File: config.mk
export PLATFORM = sky130hd
export DESIGN_NAME = indexed_insert_erase_list
export DESIGN_NICKNAME = d
export VERILOG_FILES = /design/src/design/iiel_pkg.sv /design/src/design/iiel_ctrl.sv /design/src/design/iiel_dpath.sv /design/src/design/indexed_insert_erase_list.sv
export SDC_FILE = /design/constraint.sdc
export NUM_CORES = 2
export LEC_CHECK = 0
export BUFFER_PORTS_ARGS = -buffer_cell sky130_fd_sc_hd__buf_2
export CORE_ASPECT_RATIO = 0.5
export CORE_UTILIZATION = 45
export DETAILED_ROUTE_END_ITERATION = 8
export MAX_ROUTING_LAYER = met4
export PLACE_DENSITY = 0.59
export SETUP_SLACK_MARGIN = 0.1
export SLEW_MARGIN = 10
export SYNTH_ARGS = -nofsm -noshare
export SYNTH_HDL_FRONTEND = slang
export SYNTH_SLANG_ARGS = --single-unit
File: constraint.sdc
create_clock -name clk -period 5.6 [get_ports clk]
set_clock_uncertainty 0.15 [all_clocks]
set_input_delay 1.4 -clock clk [delete_from_list [all_inputs] [get_ports clk]]
set_output_delay 1.4 -clock clk [all_outputs]
set_load 0.005 [all_outputs]
File: src/design/iiel_pkg.sv
// Shared types, codes and field widths for the indexed insert/erase list.
package iiel_pkg;

  localparam int ACTION_W        = 3;
  localparam int IDX_W           = 4;
  localparam int VALUE_W         = 32;
  localparam int STATUS_W        = 2;
  localparam int COUNT_W         = 5;
  localparam int LIST_CAPACITY   = 16;
  localparam int LIST_DATA_WIDTH = 32;

  typedef enum logic [ACTION_W-1:0] {
    ACT_READ   = 3'd0,
    ACT_APPEND = 3'd1,
    ACT_POP    = 3'd2,
    ACT_INSERT = 3'd3,
    ACT_ERASE  = 3'd4,
    ACT_CLEAR  = 3'd5
  } action_t;

  typedef enum logic [STATUS_W-1:0] {
    STAT_OK    = 2'd0,
    STAT_RANGE = 2'd1,
    STAT_FULL  = 2'd2
  } status_t;

  // Datapath to controller: flags of the held item against the list.
  typedef struct packed {
    logic [ACTION_W-1:0] action;
    logic                empty;
    logic                full;
    logic                idx_lt_cnt;
    logic                idx_gt_cnt;
  } dp_stat_t;

  // Controller to datapath: load, execute and update strobes, and the result status.
  typedef struct packed {
    logic    load;
    logic    exec;
    logic    wr_append;
    logic    wr_insert;
    logic    wr_erase;
    logic    cnt_inc;
    logic    cnt_dec;
    logic    cnt_clr;
    logic    rd_en;
    status_t result;
  } dp_cmd_t;

endpackage

File: src/design/iiel_ctrl.sv
// Controller: load/execute sequencing, output valid and per-action decode.
module iiel_ctrl import iiel_pkg::*; (
  input  logic     clk,
  input  logic     rst,
  input  logic     in_valid,
  output logic     in_stall,
  output logic     out_valid,
  input  logic     out_stall,
  input  dp_stat_t stat,
  output dp_cmd_t  cmd
);

  typedef enum logic {
    S_IDLE,
    S_EXEC
  } state_t;

  state_t  state;
  logic    go;
  logic    wr_append;
  logic    wr_insert;
  logic    wr_erase;
  logic    cnt_inc;
  logic    cnt_dec;
  logic    cnt_clr;
  logic    rd_en;
  status_t result;

  assign in_stall = (state == S_EXEC);
  // Execute once the output register is free or being drained this cycle.
  assign go = (state == S_EXEC) && (!out_valid || !out_stall);

  always_comb begin
    wr_append = 1'b0;
    wr_insert = 1'b0;
    wr_erase  = 1'b0;
    cnt_inc   = 1'b0;
    cnt_dec   = 1'b0;
    cnt_clr   = 1'b0;
    rd_en     = 1'b0;
    result    = STAT_OK;
    unique case (stat.action)
      ACT_READ: begin
        if (stat.idx_lt_cnt) rd_en = 1'b1;
        else result = STAT_RANGE;
      end
      ACT_APPEND: begin
        if (stat.full) begin
          result = STAT_FULL;
        end else begin
          wr_append = 1'b1;
          cnt_inc   = 1'b1;
        end
      end
      ACT_POP: begin
        if (stat.empty) result = STAT_RANGE;
        else cnt_dec = 1'b1;
      end
      ACT_INSERT: begin
        priority if (stat.idx_gt_cnt) begin
          result = STAT_RANGE;
        end else if (stat.full) begin
          result = STAT_FULL;
        end else begin
          wr_insert = 1'b1;
          cnt_inc   = 1'b1;
        end
      end
      ACT_ERASE: begin
        if (!stat.idx_lt_cnt) begin
          result = STAT_RANGE;
        end else begin
          wr_erase = 1'b1;
          cnt_dec  = 1'b1;
        end
      end
      ACT_CLEAR: cnt_clr = 1'b1;
      default: ;
    endcase
  end

  always_comb begin
    cmd.load      = in_valid && !in_stall;
    cmd.exec      = go;
    cmd.wr_append = go && wr_append;
    cmd.wr_insert = go && wr_insert;
    cmd.wr_erase  = go && wr_erase;
    cmd.cnt_inc   = go && cnt_inc;
    cmd.cnt_dec   = go && cnt_dec;
    cmd.cnt_clr   = go && cnt_clr;
    cmd.rd_en     = rd_en;
    cmd.result    = result;
  end

  always_ff @(posedge clk) begin
    if (rst) begin
      state     <= S_IDLE;
      out_valid <= 1'b0;
    end else begin
      unique case (state)
        S_IDLE: if (in_valid) state <= S_EXEC;
        S_EXEC: if (go) state <= S_IDLE;
        default: state <= S_IDLE;
      endcase
      if (go) out_valid <= 1'b1;
      else if (!out_stall) out_valid <= 1'b0;
    end
  end

endmodule

File: src/design/iiel_dpath.sv
// Datapath: item register, row of list cells, count and result register.
module iiel_dpath import iiel_pkg::*; #(
  parameter int CAPACITY   = LIST_CAPACITY,
  parameter int DATA_WIDTH = LIST_DATA_WIDTH
) (
  input  logic                clk,
  input  logic                rst,
  input  logic [ACTION_W-1:0] action,
  input  logic [IDX_W-1:0]    index,
  input  logic [VALUE_W-1:0]  value,
  input  dp_cmd_t             cmd,
  output dp_stat_t            stat,
  output logic [VALUE_W-1:0]  read_value,
  output logic [STATUS_W-1:0] status,
  output logic [COUNT_W-1:0]  count
);

  localparam int CW   = $clog2(CAPACITY + 1);
  localparam int AW   = $clog2(CAPACITY);
  localparam int CMPW = (CW > IDX_W) ? CW : IDX_W;

  logic [ACTION_W-1:0]   act_q;
  logic [IDX_W-1:0]      idx_q;
  logic [DATA_WIDTH-1:0] val_q;
  logic [CW-1:0]         cnt;
  logic [CW-1:0]         cnt_next;
  logic [DATA_WIDTH-1:0] entries      [CAPACITY];
  logic [DATA_WIDTH-1:0] entries_next [CAPACITY];
  logic [CMPW-1:0]       idx_w;
  logic [CMPW-1:0]       cnt_w;
  logic [AW-1:0]         rd_addr;

  assign idx_w   = CMPW'(idx_q);
  assign cnt_w   = CMPW'(cnt);
  assign rd_addr = AW'(idx_q);

  always_comb begin
    stat.action     = act_q;
    stat.empty      = (cnt == '0);
    stat.full       = (cnt == CW'(CAPACITY));
    stat.idx_lt_cnt = (idx_w < cnt_w);
    stat.idx_gt_cnt = (idx_w > cnt_w);
  end

  // Every cell picks its own next word: hold, take the new word, or take a neighbor.
  always_comb begin
    logic [CMPW-1:0] pos;
    logic [CMPW-1:0] pos_up;
    for (int i = 0; i < CAPACITY; i++) begin
      pos    = CMPW'(i);
      pos_up = CMPW'(i + 1);
      entries_next[i] = entries[i];
      if (cmd.wr_append && (pos == cnt_w)) begin
        entries_next[i] = val_q;
      end
      if (cmd.wr_insert) begin
        if (pos == idx_w) entries_next[i] = val_q;
        else if ((pos > idx_w) && (pos <= cnt_w)) entries_next[i] = entries[(i > 0) ? i - 1 : 0];
      end
      if (cmd.wr_erase && (pos >= idx_w) && (pos_up < cnt_w)) begin
        entries_next[i] = entries[(i + 1 < CAPACITY) ? i + 1 : i];
      end
    end
  end

  always_comb begin
    priority if (cmd.cnt_clr) cnt_next = '0;
    else if (cmd.cnt_inc) cnt_next = cnt + 1'b1;
    else if (cmd.cnt_dec) cnt_next = cnt - 1'b1;
    else cnt_next = cnt;
  end

  always_ff @(posedge clk) begin
    if (rst) begin
      cnt <= '0;
    end else begin
      cnt <= cnt_next;
    end
  end

  always_ff @(posedge clk) begin
    entries <= entries_next;
    if (cmd.load) begin
      act_q <= action;
      idx_q <= index;
      val_q <= DATA_WIDTH'(value);
    end
    if (cmd.exec) begin
      read_value <= cmd.rd_en ? VALUE_W'(entries[rd_addr]) : '0;
      status     <= cmd.result;
      count      <= COUNT_W'(cnt_next);
    end
  end

endmodule

File: src/design/indexed_insert_erase_list.sv
// Each input beat is loaded into the item register and executed once the result
//   register is free, which registers the result; no new beat is taken before then,
//   and each insert or erase moves all cells in parallel in the execute cycle.
// An input beat is taken while the previous result still waits on out_stall.
// Reset (rst, synchronous, active high) empties the list and drops any result
//   beat; stored words are left undefined and are never read before written.
module indexed_insert_erase_list import iiel_pkg::*; #(
  parameter int CAPACITY   = LIST_CAPACITY,
  parameter int DATA_WIDTH = LIST_DATA_WIDTH
) (
  input  logic                clk,
  input  logic                rst,
  // input channel
  input  logic                in_valid,
  output logic                in_stall,
  input  logic [ACTION_W-1:0] action,
  input  logic [IDX_W-1:0]    index,
  input  logic [VALUE_W-1:0]  value,
  // result channel
  output logic                out_valid,
  input  logic                out_stall,
  output logic [VALUE_W-1:0]  read_value,
  output logic [STATUS_W-1:0] status,
  output logic [COUNT_W-1:0]  count
);

  dp_stat_t stat;
  dp_cmd_t  cmd;

  // Sequence each beat: load it, then execute when the result register frees up.
  iiel_ctrl u_ctrl (
    .clk       (clk),
    .rst       (rst),
    .in_valid  (in_valid),
    .in_stall  (in_stall),
    .out_valid (out_valid),
    .out_stall (out_stall),
    .stat      (stat),
    .cmd       (cmd)
  );

  // Hold the list cells, the count and the result register.
  iiel_dpath #(
    .CAPACITY   (CAPACITY),
    .DATA_WIDTH (DATA_WIDTH)
  ) u_dpath (
    .clk        (clk),
    .rst        (rst),
    .action     (action),
    .index      (index),
    .value      (value),
    .cmd        (cmd),
    .stat       (stat),
    .read_value (read_value),
    .status     (status),
    .count      (count)
  );

`ifndef NO_ASSERTIONS
  // A full status only ever comes with a full list.
  a_full_count: assert property (@(posedge clk) disable iff (rst)
    (out_valid && (status == STAT_FULL)) |-> (count == COUNT_W'(CAPACITY)))
    else $error("full status with list not full");

  // A failed action never returns a word.
  a_fail_zero: assert property (@(posedge clk) disable iff (rst)
    (out_valid && (status != STAT_OK)) |-> (read_value == '0))
    else $error("nonzero read word on failed action");

  // An accepted beat blocks the input for the execute cycle.
  a_accept_stall: assert property (@(posedge clk) disable iff (rst)
    (in_valid && !in_stall) |=> in_stall)
    else $error("input taken twice in a row");
`endif

endmodule
==> key figures <==
Worst setup path
  • Launch point of the critical path: u_dpath.cnt[1]
  • Number of cells on the worst reg-to-reg path: 10
  • Reg-to-reg startpoint: u_dpath.cnt[1]
  • CP delay by family, top: simple AND/OR/NAND/NOR gates
  • Worst-case register-to-register setup slack: 1.21 ns
  • Required time worst endpoint: 5.95 ns
  • Number of buffer and inverter instances along the worst setup path: 3
  • Critical Path Source Type: flip-flop
  • Worst reg2reg endpoint: u_dpath.entries[451]
  • Critical Path End Type: flip-flop
  • Max Fanout on Critical Path: 26
  • Critical setup path kind: flip-flop to flip-flop
  • Arrival time worst endpoint: 4.73 ns
  • Max stage delay cell, worst path: dfxtp_1
  • Crit path cell chain: inv_1, ha_1, nor2b_1, a311oi_2, nand2_1, nor2_4, buf_12, buf_4, a32o_1, o21ai_0
  • Max stage delay on crit path: 0.70 ns

Timing
  • Transition time at the pin with the least slew margin: 1.325 ns
  • Finish-stage setup viols: 0
  • Hold Violations, Final: 0
  • Post-route setup TNS: 0 ns
  • Final worst path period share: 0.7832
  • Max-slew violations: 0
  • Peak Freq: 0.2280 GHz
  • Unrepaired setup endpoints after global routing: no
  • Worst relative slew slack: 0.1163
  • Fin crit period: 4.386 ns

Power
  • Power, Total: 11.88 mW
  • Maximum vdd ir drop: 0.2569 mV
  • Total power divided by cell area: 291.5 nW/um2
  • Static Leakage: 16.65 nW

Floorplan
  • Die area: 84720 um2
  • # rows: 74
  • DIE HEIGHT: 206.3 um
  • Boundary Pins: 84
  • Die X-Extent: 410.6 um
  • Total core area: 82130 um2
  • Initial Util: 0.4575

Clock tree
  • CTS H-tree lvls: 2
  • Number of hold buffers added after cts: 0
  • Cts repair resizes: 0
  • Maximum clock path buffer count: 3
  • Number of clock buffers inserted by TritonCTS: 60
  • Cell at the root of the clock tree: clkbuf_16
  • Setup fix buffers added after clock tree synthesis: 0
  • Insertion delay to the later sink of the worst-skew pair: 0.68 ns
  • TritonCTS clock tree: yes
  • Sinks on the clock net: 597
  • Post-CTS clock slew at the launch and capture registers of the worst setup and hold paths: 0.07 ns

Outcome
  • Violated checks: DRC
  • Run status: finished, violations left

Yosys
  • Sequential element share of the synthesized area: 0.3474
  • EDFF count, synth: 110
  • Count of state elements after synthesis: 597
  • Total nets after synthesis: 4152
  • Most frequently used flop master after synthesis: dfxtp_1
  • Instance count of the mapped netlist: 4100
  • Synthesis Warnings: 0
  • Synthesized area divided by synthesized cell count: 9.164 um2
  • Cell area after technology mapping: 37570 um2
  • Post-synth cell types: 73
  • Async set or reset register ratio after synthesis: 0

Route
  • Antenna viol nets, final: 0
  • Vias: 34.93k
  • Drt drc: 8
  • Drt first pass iters: 9
  • Wire length reported by the detailed router: 149.8 mm
  • DRC violation total after the first TritonRoute iteration: 4937
  • Vias per cell: 6.917
  • Post-detailed-route wirelength per cell: 29.68 um

Job
  • Number of max-capacitance violations reported: 0

Finish
  • Layout cells sized above 1: 0.1772
  • Fillers: 7684
  • Area grow syn2layout: 8.445%
  • Number of nets in the layout: 3938
  • Area taken by flip-flops and latches: 13050 um2
  • Area of the multi-input gates: 22790 um2

Placed design
  • Final RePlAce weighted congestion: 0.9797
  • Count of buffers inserted at the top-level ports: 83
  • Hpwl dp: 98.07 mm

GRT
  • First-pass GRT wire length: 218.7 mm
  • Pin count of the biggest net entering global routing: 120
  • Overflow left after global routing: 0
  • Overall fraction of global-route tracks in use: 0.3536
  • Initial antenna violation count: 10
  • Number of global-route vias before repair: 31.00k

Hold path
  • Worst Hold Class: flip-flop to flip-flop
  • Hold path start: u_dpath.entries[118]
  • End point of the worst hold path: u_dpath.entries[150]
  • Instance count along the most critical hold path: 2
## cells in the final DEF, fill, tap and decap left out, types with 31 or more instances in the layout
| cell type | instances |
|---|---|
| and3_1 | 39 |
| o22ai_1 | 157 |
| clkbuf_16 | 63 |
| dfxtp_1 | 487 |
| buf_2 | 83 |
| a32o_1 | 65 |
| edfxtp_1 | 110 |
| a211oi_1 | 113 |
| a311oi_1 | 81 |
| mux2_2 | 157 |
| o21ai_0 | 73 |
| a22oi_1 | 68 |
| nor2b_1 | 118 |
| buf_4 | 120 |
| a21oi_1 | 151 |
| a31oi_1 | 92 |
| nor2_1 | 313 |
| o31ai_1 | 32 |
| mux2i_1 | 301 |
| nand2_1 | 504 |
| or3_1 | 36 |
| a32oi_1 | 33 |
| o21ai_1 | 48 |
| a22o_1 | 97 |
| mux4_2 | 160 |
| a221oi_1 | 99 |
| a21o_1 | 31 |
## stage by stage
step	worst slack, ns	area, um2	utilization	hold slack [ns]	std cells
after floorplan	1.418	37570	-	0.2932	4100
after global placement	1.109	38780	0.4722	0.3161	4924
after detailed placement	1.090	38780	0.4722	0.3163	4924
after CTS	1.339	40660	0.4951	0.3200	5038
after global routing	1.067	40740	0.4960	0.3575	5045
final	1.214	40750	0.4961	0.3265	5049
## logic make-up after synthesis
family	synth area share
xor gates and xnor gates	0.0004663
DFF	0.3474
and+or+nand+nor	0.1329
adders and majority gates	0.002997
muxes	0.2273
buffers and inverters	0.05468
AOI/OAI and AO/OA	0.2342
## how the worst max path moves through the flow
stage	to	slack, ns	depth (start not counted)
6_report	u_dpath.entries[451]	1.21	10
5_1_grt	u_dpath.entries[457]	1.07	10
4_1_cts	u_dpath.entries[258]	1.34	8
3_5_place_dp	u_dpath.entries[277]	1.09	7
3_3_place_gp	u_dpath.entries[279]	1.11	7
2_1_floorplan	u_dpath.entries[0]	1.42	4
## worst register-to-register path, cell delays in order (launching register included)
cell and delay, ns:
dfxtp_1 0.70, inv_1 0.32, ha_1 0.28, nor2b_1 0.22
a311oi_2 0.55, nand2_1 0.49, nor2_4 0.56, buf_12 0.30
buf_4 0.40, a32o_1 0.18, o21ai_0 0.08
## sequential cells by signal, summed over array words and instances, names as in the netlist, 2 cells and up
| register | count |
|---|---|
| u_dpath.act_q | 3 |
| u_dpath.count | 5 |
| u_dpath.idx_q | 4 |
| u_dpath.cnt | 5 |
| u_dpath.status | 2 |
| u_dpath.val_q | 32 |
| u_dpath.read_value | 32 |
| u_dpath.entries | 512 |
## per-layer routing
layer	global-route usage	routed length [um]	vias to the layer above
met5	-	0	-
met4	0.08062	3268	0
met3	0.1318	22780	225
met2	0.4507	57330	2218
met1	0.5141	66450	17250
li1	-	-	15230
## synthesized netlist by cell type (28+ instances only)
master,count,share of area
nand2_1,506,0.051
dfxtp_1,487,0.26
clkbuf_1,385,0.038
nor2_1,325,0.032
mux2i_1,301,0.080
mux4_2,160,0.096
mux2_2,157,0.047
o22ai_1,157,0.026
a21oi_1,152,0.020
nor2b_1,120,0.020
a211oi_1,115,0.023
edfxtp_1,110,0.088
a221oi_1,99,0.023
a22o_1,97,0.023
a31oi_1,93,0.015
a311oi_1,81,0.019
buf_2,76,0.010
o21ai_0,73,0.0097
a22oi_1,68,0.014
a32o_1,65,0.017
o21ai_1,48,0.0064
and3_1,40,0.0067
or3_1,38,0.0063
a32oi_1,33,0.0077
nand3_1,33,0.0044
a21o_1,32,0.0064
o31ai_1,32,0.0064
inv_1,28,0.0028
## cell type report
cell class | instances | area share
diodes | 9 | 0.0005527
clock buffers | 79 | 0.04038
clock inverters | 35 | 0.005650
inverters | 30 | 0.002764
multi-input cells | 2985 | 0.5594
flip-flops and latches | 597 | 0.3203
well taps | 1102 | 0.03384
repair buffers | 212 | 0.03703
## report_power, final
group | leakage, nW | internal (mW) | switching, mW
registers | 5.11 | 4.92 | 0.655
logic | 10.6 | 1.04 | 1.19
clock network | 0.932 | 2.16 | 1.92
No activity file was read; power rests on OpenSTA's default activity.
